**config.mk**
```make
export PLATFORM = sky130hd
export DESIGN_NAME = min_tracking_stack
export DESIGN_NICKNAME = d
export VERILOG_FILES = /design/src/rtl/mts_pkg.sv /design/src/rtl/min_tracking_stack.sv /design/src/rtl/mts_mem.sv /design/src/rtl/mts_min_unit.sv
export VERILOG_INCLUDE_DIRS = /design/src /design/src/rtl
export SDC_FILE = /design/constraint.sdc
export NUM_CORES = 2
export LEC_CHECK = 0
export ABC_AREA = 0
export BUFFER_PORTS_ARGS = -buffer_cell sky130_fd_sc_hd__buf_2
export CAP_MARGIN = 10
export CORE_MARGIN = 1.5
export CORE_UTILIZATION = 44
export DETAILED_ROUTE_END_ITERATION = 8
export RECOVER_POWER = 100
export SYNTH_ARGS = -nofsm -noshare
export SYNTH_HDL_FRONTEND = slang
export SYNTH_HIERARCHICAL = 1
export SYNTH_SLANG_ARGS = --single-unit
export TNS_END_PERCENT = 20
```
**constraint.sdc**
```tcl
create_clock -name clk_i -period 5.3 [get_ports clk_i]
set_input_delay 0 -clock clk_i [delete_from_list [all_inputs] [get_ports clk_i]]
set_output_delay 0 -clock clk_i [all_outputs]
set_load 0.02 [all_outputs]
```
**src/rtl/assert_macros.svh**
```systemverilog
// Assertion macros shared by the RTL.
// Depends on nothing; included by files that check their own logic.
`ifndef ASSERT_MACROS_SVH
`define ASSERT_MACROS_SVH

// Consequent must hold whenever the antecedent holds (same cycle).
`define MTS_ASSERT_IMPLY(lbl, clk, rst_n, ante, cons) \
  lbl: assert property (@(posedge clk) disable iff (!rst_n) (ante) |-> (cons)) \
    else $error("assertion failed");

// Expression must hold at every clock edge outside reset.
`define MTS_ASSERT_ALWAYS(lbl, clk, rst_n, expr) \
  lbl: assert property (@(posedge clk) disable iff (!rst_n) (expr)) \
    else $error("assertion failed");

`endif

```
**src/rtl/mts_pkg.sv**
```systemverilog
// Package for the minimum-tracking stack: sizes, codes, sequencer states.
// No dependencies; used by every RTL module of the block.
`default_nettype none

package mts_pkg;

  localparam int DEPTH  = 128;
  localparam int DATA_W = 32;
  localparam int ADDR_W = $clog2(DEPTH);
  localparam int CNT_W  = $clog2(DEPTH + 1);

  typedef enum logic {
    CMD_PUSH = 1'b0,
    CMD_POP  = 1'b1
  } cmd_e;

  typedef enum logic [1:0] {
    ERR_OK    = 2'd0,
    ERR_FULL  = 2'd1,
    ERR_EMPTY = 2'd2
  } err_e;

  typedef enum logic [2:0] {
    ST_IDLE,
    ST_EXEC,
    ST_TOP,
    ST_SCAN,
    ST_DONE
  } state_e;

  typedef enum logic [1:0] {
    MIN_HOLD,
    MIN_LOAD,
    MIN_TRY,
    MIN_CLEAR
  } min_op_e;

  typedef struct packed {
    min_op_e             op;
    logic [ADDR_W-1:0]   idx;
  } min_ctl_t;

endpackage

`default_nettype wire

```
**src/rtl/min_tracking_stack.sv**
```systemverilog
// Top level of the minimum-tracking stack: sequencer, datapath, result register.
// Depends on mts_pkg, mts_mem, mts_min_unit and assert_macros.svh.
//
// Input channel (in_valid_i/in_ready_o): one transaction per operation,
//   cmd_i = 0 pushes value_i, cmd_i = 1 pops the top entry.
// Output channel (out_valid_o/out_ready_i): exactly one result per
//   transaction: top, minimum, count, empty flag, error code. An empty stack
//   reports top and minimum as 0. Push on full (128 entries) gives error 1,
//   pop on empty error 2; both leave the stack untouched.
// Sequence (states from the accept to the result register):
//   push, dropped op, pop down to empty: EXEC, DONE; other pop: EXEC, TOP,
//   DONE; pop that removes the minimum: EXEC, TOP, then SCAN for each of the
//   N entries left (up to 127), one entry per cycle through the single read
//   port into the shared comparator, then DONE. in_ready_o is high only while
//   idle, so a new transaction is taken only after the result is offered.
// Stall: one result is held in the output register; the next transaction is
//   accepted and then waits in its final step until the receiver takes it.
// Reset: asynchronous, active low; stack empty, minimum index 0, no result
//   pending. Memory contents are not cleared (never read before written).
`default_nettype none

module min_tracking_stack (
  input  wire logic                              clk_i,
  input  wire logic                              rst_ni,
  input  wire logic                              in_valid_i,
  output logic                                   in_ready_o,
  input  wire logic                              cmd_i,
  input  wire logic signed [mts_pkg::DATA_W-1:0] value_i,
  output logic                                   out_valid_o,
  input  wire logic                              out_ready_i,
  output logic signed [mts_pkg::DATA_W-1:0]      top_value_o,
  output logic signed [mts_pkg::DATA_W-1:0]      min_value_o,
  output logic [mts_pkg::CNT_W-1:0]              count_o,
  output logic                                   empty_res_o,
  output logic [1:0]                             error_code_o
);

  localparam logic [mts_pkg::CNT_W-1:0] FULL_CNT = mts_pkg::CNT_W'(mts_pkg::DEPTH);

  mts_pkg::state_e state_q, state_d;

  // latched transaction
  mts_pkg::cmd_e                     cmd_q, cmd_d;
  logic signed [mts_pkg::DATA_W-1:0] val_q, val_d;

  // stack state
  logic [mts_pkg::CNT_W-1:0]         count_q, count_d;
  logic signed [mts_pkg::DATA_W-1:0] top_q, top_d;
  logic                              rescan_q, rescan_d;
  logic [mts_pkg::CNT_W-1:0]         scan_q, scan_d;   // next address to read
  mts_pkg::err_e                     err_q, err_d;

  // result register
  logic                              out_valid_q, out_valid_d;
  logic signed [mts_pkg::DATA_W-1:0] out_top_q, out_min_q;
  logic [mts_pkg::CNT_W-1:0]         out_cnt_q;
  logic [1:0]                        out_err_q;

  // memory / min unit hookup
  logic                              mem_we;
  logic [mts_pkg::ADDR_W-1:0]        mem_waddr, mem_raddr;
  logic signed [mts_pkg::DATA_W-1:0] mem_rdata;
  mts_pkg::min_ctl_t                 min_ctl;
  logic signed [mts_pkg::DATA_W-1:0] min_cand;
  logic signed [mts_pkg::DATA_W-1:0] min_val;
  logic [mts_pkg::ADDR_W-1:0]        min_idx;

  logic in_fire, out_free;

  assign in_ready_o = (state_q == mts_pkg::ST_IDLE);
  assign in_fire    = in_valid_i && in_ready_o;
  assign out_free   = !out_valid_q || out_ready_i;

  mts_mem u_mem (
    .clk_i   (clk_i),
    .we_i    (mem_we),
    .waddr_i (mem_waddr),
    .wdata_i (val_q),
    .raddr_i (mem_raddr),
    .rdata_o (mem_rdata)
  );

  mts_min_unit u_min (
    .clk_i     (clk_i),
    .rst_ni    (rst_ni),
    .ctl_i     (min_ctl),
    .cand_i    (min_cand),
    .min_val_o (min_val),
    .min_idx_o (min_idx)
  );

  // next state
  always_comb begin
    state_d = state_q;
    unique case (state_q)
      mts_pkg::ST_IDLE: begin
        if (in_fire) state_d = mts_pkg::ST_EXEC;
      end
      mts_pkg::ST_EXEC: begin
        if (cmd_q == mts_pkg::CMD_PUSH || count_q <= mts_pkg::CNT_W'(1)) begin
          state_d = mts_pkg::ST_DONE;
        end else begin
          state_d = mts_pkg::ST_TOP;
        end
      end
      mts_pkg::ST_TOP: begin
        state_d = rescan_q ? mts_pkg::ST_SCAN : mts_pkg::ST_DONE;
      end
      mts_pkg::ST_SCAN: begin
        if (scan_q == count_q) state_d = mts_pkg::ST_DONE;
      end
      mts_pkg::ST_DONE: begin
        if (out_free) state_d = mts_pkg::ST_IDLE;
      end
      default: state_d = mts_pkg::ST_IDLE;
    endcase
  end

  // datapath control
  always_comb begin
    cmd_d       = cmd_q;
    val_d       = val_q;
    count_d     = count_q;
    top_d       = top_q;
    rescan_d    = rescan_q;
    scan_d      = scan_q;
    err_d       = err_q;
    out_valid_d = out_valid_q && !out_ready_i;
    mem_we      = 1'b0;
    mem_waddr   = count_q[mts_pkg::ADDR_W-1:0];
    mem_raddr   = '0;
    min_ctl     = '{op: mts_pkg::MIN_HOLD, idx: '0};
    min_cand    = val_q;

    unique case (state_q)
      mts_pkg::ST_IDLE: begin
        if (in_fire) begin
          cmd_d = mts_pkg::cmd_e'(cmd_i);
          val_d = value_i;
        end
      end
      mts_pkg::ST_EXEC: begin
        err_d    = mts_pkg::ERR_OK;
        rescan_d = 1'b0;
        if (cmd_q == mts_pkg::CMD_PUSH) begin
          if (count_q == FULL_CNT) begin
            err_d = mts_pkg::ERR_FULL;
          end else begin
            mem_we      = 1'b1;
            count_d     = count_q + 1'b1;
            top_d       = val_q;
            min_ctl.idx = count_q[mts_pkg::ADDR_W-1:0];
            min_ctl.op  = (count_q == '0) ? mts_pkg::MIN_LOAD : mts_pkg::MIN_TRY;
          end
        end else begin
          if (count_q == '0) begin
            err_d = mts_pkg::ERR_EMPTY;
          end else begin
            count_d   = count_q - 1'b1;
            // new top sits two below the old count
            mem_raddr = mts_pkg::ADDR_W'(count_q - mts_pkg::CNT_W'(2));
            rescan_d  = ({1'b0, min_idx} == count_q - 1'b1);
            if (count_q == mts_pkg::CNT_W'(1)) begin
              top_d      = '0;
              min_ctl.op = mts_pkg::MIN_CLEAR;
            end
          end
        end
      end
      mts_pkg::ST_TOP: begin
        top_d     = mem_rdata;
        mem_raddr = '0;
        scan_d    = mts_pkg::CNT_W'(1);
      end
      mts_pkg::ST_SCAN: begin
        // read data is the entry at scan_q - 1
        min_cand    = mem_rdata;
        min_ctl.idx = mts_pkg::ADDR_W'(scan_q - 1'b1);
        min_ctl.op  = (scan_q == mts_pkg::CNT_W'(1)) ? mts_pkg::MIN_LOAD
                                                     : mts_pkg::MIN_TRY;
        mem_raddr   = scan_q[mts_pkg::ADDR_W-1:0];
        scan_d      = scan_q + 1'b1;
      end
      mts_pkg::ST_DONE: begin
        if (out_free) out_valid_d = 1'b1;
      end
      default: ;
    endcase
  end

  always_ff @(posedge clk_i or negedge rst_ni) begin
    if (!rst_ni) begin
      state_q     <= mts_pkg::ST_IDLE;
      count_q     <= '0;
      rescan_q    <= 1'b0;
      scan_q      <= '0;
      err_q       <= mts_pkg::ERR_OK;
      out_valid_q <= 1'b0;
      cmd_q       <= mts_pkg::CMD_PUSH;
      top_q       <= '0;
    end else begin
      state_q     <= state_d;
      count_q     <= count_d;
      rescan_q    <= rescan_d;
      scan_q      <= scan_d;
      err_q       <= err_d;
      out_valid_q <= out_valid_d;
      cmd_q       <= cmd_d;
      top_q       <= top_d;
    end
  end

  // payload registers
  always_ff @(posedge clk_i) begin
    val_q <= val_d;
    if (state_q == mts_pkg::ST_DONE && out_free) begin
      out_top_q <= top_q;
      out_min_q <= (count_q == '0) ? '0 : min_val;
      out_cnt_q <= count_q;
      out_err_q <= err_q;
    end
  end

  assign out_valid_o  = out_valid_q;
  assign top_value_o  = out_top_q;
  assign min_value_o  = out_min_q;
  assign count_o      = out_cnt_q;
  assign empty_res_o  = (out_cnt_q == '0);
  assign error_code_o = out_err_q;

  `include "assert_macros.svh"

  `MTS_ASSERT_ALWAYS(a_count_bound, clk_i, rst_ni, count_q <= FULL_CNT)
  `MTS_ASSERT_IMPLY(a_min_idx_live, clk_i, rst_ni,
    state_q == mts_pkg::ST_IDLE && count_q != '0, {1'b0, min_idx} < count_q)
  `MTS_ASSERT_IMPLY(a_empty_zero, clk_i, rst_ni, out_valid_o && empty_res_o,
    top_value_o == '0 && min_value_o == '0)
  `MTS_ASSERT_IMPLY(a_min_le_top, clk_i, rst_ni, out_valid_o && !empty_res_o,
    min_value_o <= top_value_o)

endmodule

`default_nettype wire

```
**src/rtl/mts_mem.sv**
```systemverilog
// Stack storage: one write port, one read port with registered read data.
// Depends on mts_pkg.
`default_nettype none

module mts_mem (
  input  wire logic                              clk_i,
  input  wire logic                              we_i,
  input  wire logic [mts_pkg::ADDR_W-1:0]        waddr_i,
  input  wire logic signed [mts_pkg::DATA_W-1:0] wdata_i,
  input  wire logic [mts_pkg::ADDR_W-1:0]        raddr_i,
  output logic signed [mts_pkg::DATA_W-1:0]      rdata_o
);

  logic signed [mts_pkg::DATA_W-1:0] mem_q [mts_pkg::DEPTH];

  always_ff @(posedge clk_i) begin
    if (we_i) begin
      mem_q[waddr_i] <= wdata_i;
    end
  end

  always_ff @(posedge clk_i) begin
    rdata_o <= mem_q[raddr_i];
  end

endmodule

`default_nettype wire

```
**src/rtl/mts_min_unit.sv**
```systemverilog
// Minimum tracker: one shared signed comparator plus the minimum value/index.
// Depends on mts_pkg.
`default_nettype none

module mts_min_unit (
  input  wire logic                              clk_i,
  input  wire logic                              rst_ni,
  input  wire mts_pkg::min_ctl_t                 ctl_i,
  input  wire logic signed [mts_pkg::DATA_W-1:0] cand_i,
  output logic signed [mts_pkg::DATA_W-1:0]      min_val_o,
  output logic [mts_pkg::ADDR_W-1:0]             min_idx_o
);

  logic signed [mts_pkg::DATA_W-1:0] min_val_q, min_val_d;
  logic [mts_pkg::ADDR_W-1:0]        min_idx_q, min_idx_d;
  logic                              less;

  // strict less: ties keep the older (lower) index
  assign less = cand_i < min_val_q;

  always_comb begin
    min_val_d = min_val_q;
    min_idx_d = min_idx_q;
    unique case (ctl_i.op)
      mts_pkg::MIN_HOLD: ;
      mts_pkg::MIN_LOAD: begin
        min_val_d = cand_i;
        min_idx_d = ctl_i.idx;
      end
      mts_pkg::MIN_TRY: begin
        if (less) begin
          min_val_d = cand_i;
          min_idx_d = ctl_i.idx;
        end
      end
      mts_pkg::MIN_CLEAR: begin
        min_val_d = '0;
        min_idx_d = '0;
      end
      default: ;
    endcase
  end

  always_ff @(posedge clk_i or negedge rst_ni) begin
    if (!rst_ni) begin
      min_val_q <= '0;
      min_idx_q <= '0;
    end else begin
      min_val_q <= min_val_d;
      min_idx_q <= min_idx_d;
    end
  end

  assign min_val_o = min_val_q;
  assign min_idx_o = min_idx_q;

endmodule

`default_nettype wire

```
==> out/metrics.csv <==
metric,value,unit
status,finished with violations,
failing checks,"capacitance limit, slew limit, setup timing",
htree depth,5,
initial antenna violation count,51,
Tcrit/Tclk final,1.016,
worst slew pin tran,4136,ps
area of the mapped netlist,166900,µm²
portion of total power attributed to the clock network,0.312,
worst hold start,value_i[3],
clk_skew,33.14,ps
"most common cell after layout, fill and taps aside",edfxtp_1,
most frequent cells in the layout,"edfxtp_1 (4202), mux4_2 (1344), clkbuf_16 (438)",
vias in the first global route,80320,
GPL Wtd Cong,0.8968,
Post-Syn Nets,7056,
Die Ht,618.9,µm
Final Net Count,7706,
Root Driver,clkbuf_16,
Post CTS Setup Buffer Count,0,
"EDFF count, synth",4202,
Bufs on Longest Clock Path,4,
via count,80760,
cts bufs inserted,435,
mean routed wirelength per cell,35.38,µm
max cap viols,73,
Max Slew Vio Count,3568,
dpl cells,12110,
Peak VDD IR,0.3362,mV
final wirelength,460.2,mm
Setup CP Type,flop to flop,
CP Max Fanout,18,
Synth Flop Type,edfxtp_1,
Layout Cells excl Fill,13010,
fmax,185.7,MHz
Cell Pwr Density,513.3,nW/µm²
switching power,29.65,mW
Total GRT Usage,0.2396,
Antenna Nets Post-Route,0,
DRT Pass-1 Iters,6,
RSZ-0062 raised after global routing,false,
Ys Warns,6,
first-pass GRT wire length,639.0,mm
# DRC,0,
top-level I/O count,114,
Clock Sinks,4329,
chip width,618.9,µm
async set-reset flop share out of synthesis,0.02195,
Worst-Skew Late Latency,970,ps
Crit-path slowest cell,clkbuf_1,
Startpoint Class,flop,
Crit path largest cell delay,1130,ps
synthesized area per cell,23.92,µm²
Yosys top cell area share,0.7560,
total power,98.05,mW
Int Pwr,68.40,mW
Rel. slew slack,-1.757,
HP Class,input pin to flop,
CTS tree,done,
sequential fraction of the synthesis area,0.7741,
crit path buf inv count,2,
final setup fails,136,
P_leak,57.96,nW
"Req. time, crit path",5890,ps
post-synth cell types,71,
"Core Util, Final",0.5071,
CP Capture Type,flop,
Syn-to-layout area delta,14.45,%
worst hold slack,275.9,ps
share of cells above drive strength 1,0.3130,
setup TNS,-4456,ps
Synth area leaders,"edfxtp_1 (76%), mux4_2 (18%), dfrtp_1 (1.4%), clkbuf_1 (0.50%), nand2_1 (0.40%)",
sequential power share,0.420,
dpl hpwl,267.8,mm
Comb power frac,0.268,
die area,383000,µm²
core area,376700,µm²
top cell family by delay on the critical path,simple AND/OR/NAND/NOR gates,
Synth Instances,6978,
Switching Fraction,0.3024,
CP arrival,5980,ps
critical path cell sequence,clkbuf_1 > nor4_4 > a311oi_4 > nor2b_1 > nand2_2 > nor2_4 > clkbuf_2,
drt via density,6.210,
DRT iter0 DRCs,11400,
minimum clock period,5384,ps
worst setup path start,count_q[5]$_DFFE_PN0P_,
Yosys top cell by area,edfxtp_1,
Synth Register Bits,4329,
Final Hold Vio Count,0,
gr ovfl total,0,
IO Port Bufs,113,
Initial Util,0.4431,
clk slew on worst S/H paths,60,ps
largest net degree at the start of global routing,118,
site row count,225,
launching point of the worst reg2reg path,count_q[5]$_DFFE_PN0P_,
worst setup margin,-83.96,ps
## final timing paths
check | to | cells after the start | slack (ps)
worst min register to register | top_value_o[31]$_DFFE_PP_ | 0 | 460
worst max-delay path | u_mem/mem_q[56][24]$_DFFE_PP_ | 7 | -80
max in group asynchronous | top_q[20]$_DFFE_PN0P_ | 4 | 1340
worst min-delay path | val_q[3]$_DFFE_PP_ | 3 | 280
min in group asynchronous | top_q[3]$_DFFE_PN0P_ | 4 | 1070
worst max register to register | u_mem/mem_q[56][24]$_DFFE_PP_ | 7 | -80
## stage by stage
step	area, µm²	setup slack (ps)
floorplan	166900	66.69
global placement	177000	164.2
detailed placement	177100	247.3
CTS	192000	219.6
global route	191000	52.77
finish	191000	-83.96
## flip-flops by register name (all words and copies together), names as in the netlist
name             count
cmd_q                1
val_q               32
scan_q               8
min_value_o         32
count_o              8
err_q                2
rescan_q             1
top_q               32
u_min/min_val_o     32
count_q              8
u_mem/mem_q       4096
error_code_o         2
u_mem/rdata_o       32
out_valid_o          1
state_q              3
u_min/min_idx_o      7
top_value_o         32
## layout make-up
cell class	count	area [µm²]
Antenna cell	25	62.56
Clock buffer	531	11340
Clock inverter	264	2799
Fill cell	29410	185700
Inverter	44	165.2
Multi-Input combinational cell	2220	36830
Sequential cell	4329	129200
Tap cell	4994	6248
Timing Repair Buffer	598	4372
## cells in the mapped netlist, types with 5 or more instances
| cell type | n |
|---|---|
| a21oi_1 | 24 |
| buf_6 | 6 |
| nand3_1 | 32 |
| edfxtp_1 | 4202 |
| nor2b_1 | 43 |
| nand2_1 | 177 |
| a22oi_1 | 14 |
| nand4_1 | 10 |
| xor2_1 | 10 |
| nor3_1 | 20 |
| a22o_1 | 60 |
| buf_1 | 53 |
| o211ai_1 | 13 |
| ha_1 | 41 |
| inv_1 | 44 |
| mux2_2 | 33 |
| dfxtp_1 | 32 |
| xnor2_1 | 25 |
| mux2i_1 | 29 |
| a21o_1 | 34 |
| buf_2 | 97 |
| or4_1 | 15 |
| a221o_1 | 24 |
| nand2b_1 | 5 |
| mux4_2 | 1344 |
| o21ai_0 | 55 |
| dfrtp_1 | 95 |
| nor2_1 | 149 |
| clkbuf_1 | 224 |
## worst register-to-register path, delay by kind of cell, from the launching register on
kind,cells,cell delay [ps]
AND/OR/NAND/NOR,4,2310
AO/OA/AOI/OAI,1,580
flip-flops,1,350
buffers and inverters,2,1760
## power groups by stage
stage               Sequential (mW)  Clock (mW)  Combinational (mW)
floorplan                      42.1           0                15.0
global placement               41.6           0                26.0
detailed placement             41.6           0                26.3
CTS                            40.9        31.1                26.4
global route                   41.2        32.3                27.3
finish                         41.2        30.6                26.3
## timing repair
action,CTS,global route
hold endpoints to repair,200,0
hold buffers,74,0
resized for setup,0,0
## kinds of logic (layout without fill, tap and decap cells)
kind of cell,after synthesis,after routing,synth area share
flops,4329,4329,0.7741
compound gates,254,254,0.01137
simple gates,484,484,0.01354
other cells,0,25,0
mux,1406,1406,0.1853
fa+ha+maj,41,41,0.003074
xor+xnor,35,35,0.001837
buf+inv,429,1437,0.01074
## routing by layer
metal,vias to the layer above,global-route usage,wire (µm)
met4,10,0.05435,10330
met1,44430,0.3540,187600
met3,535,0.06293,53300
li1,31380,-,-
met5,-,0,253
met2,4413,0.3596,208700
No activity file was read; power rests on OpenSTA's default activity.
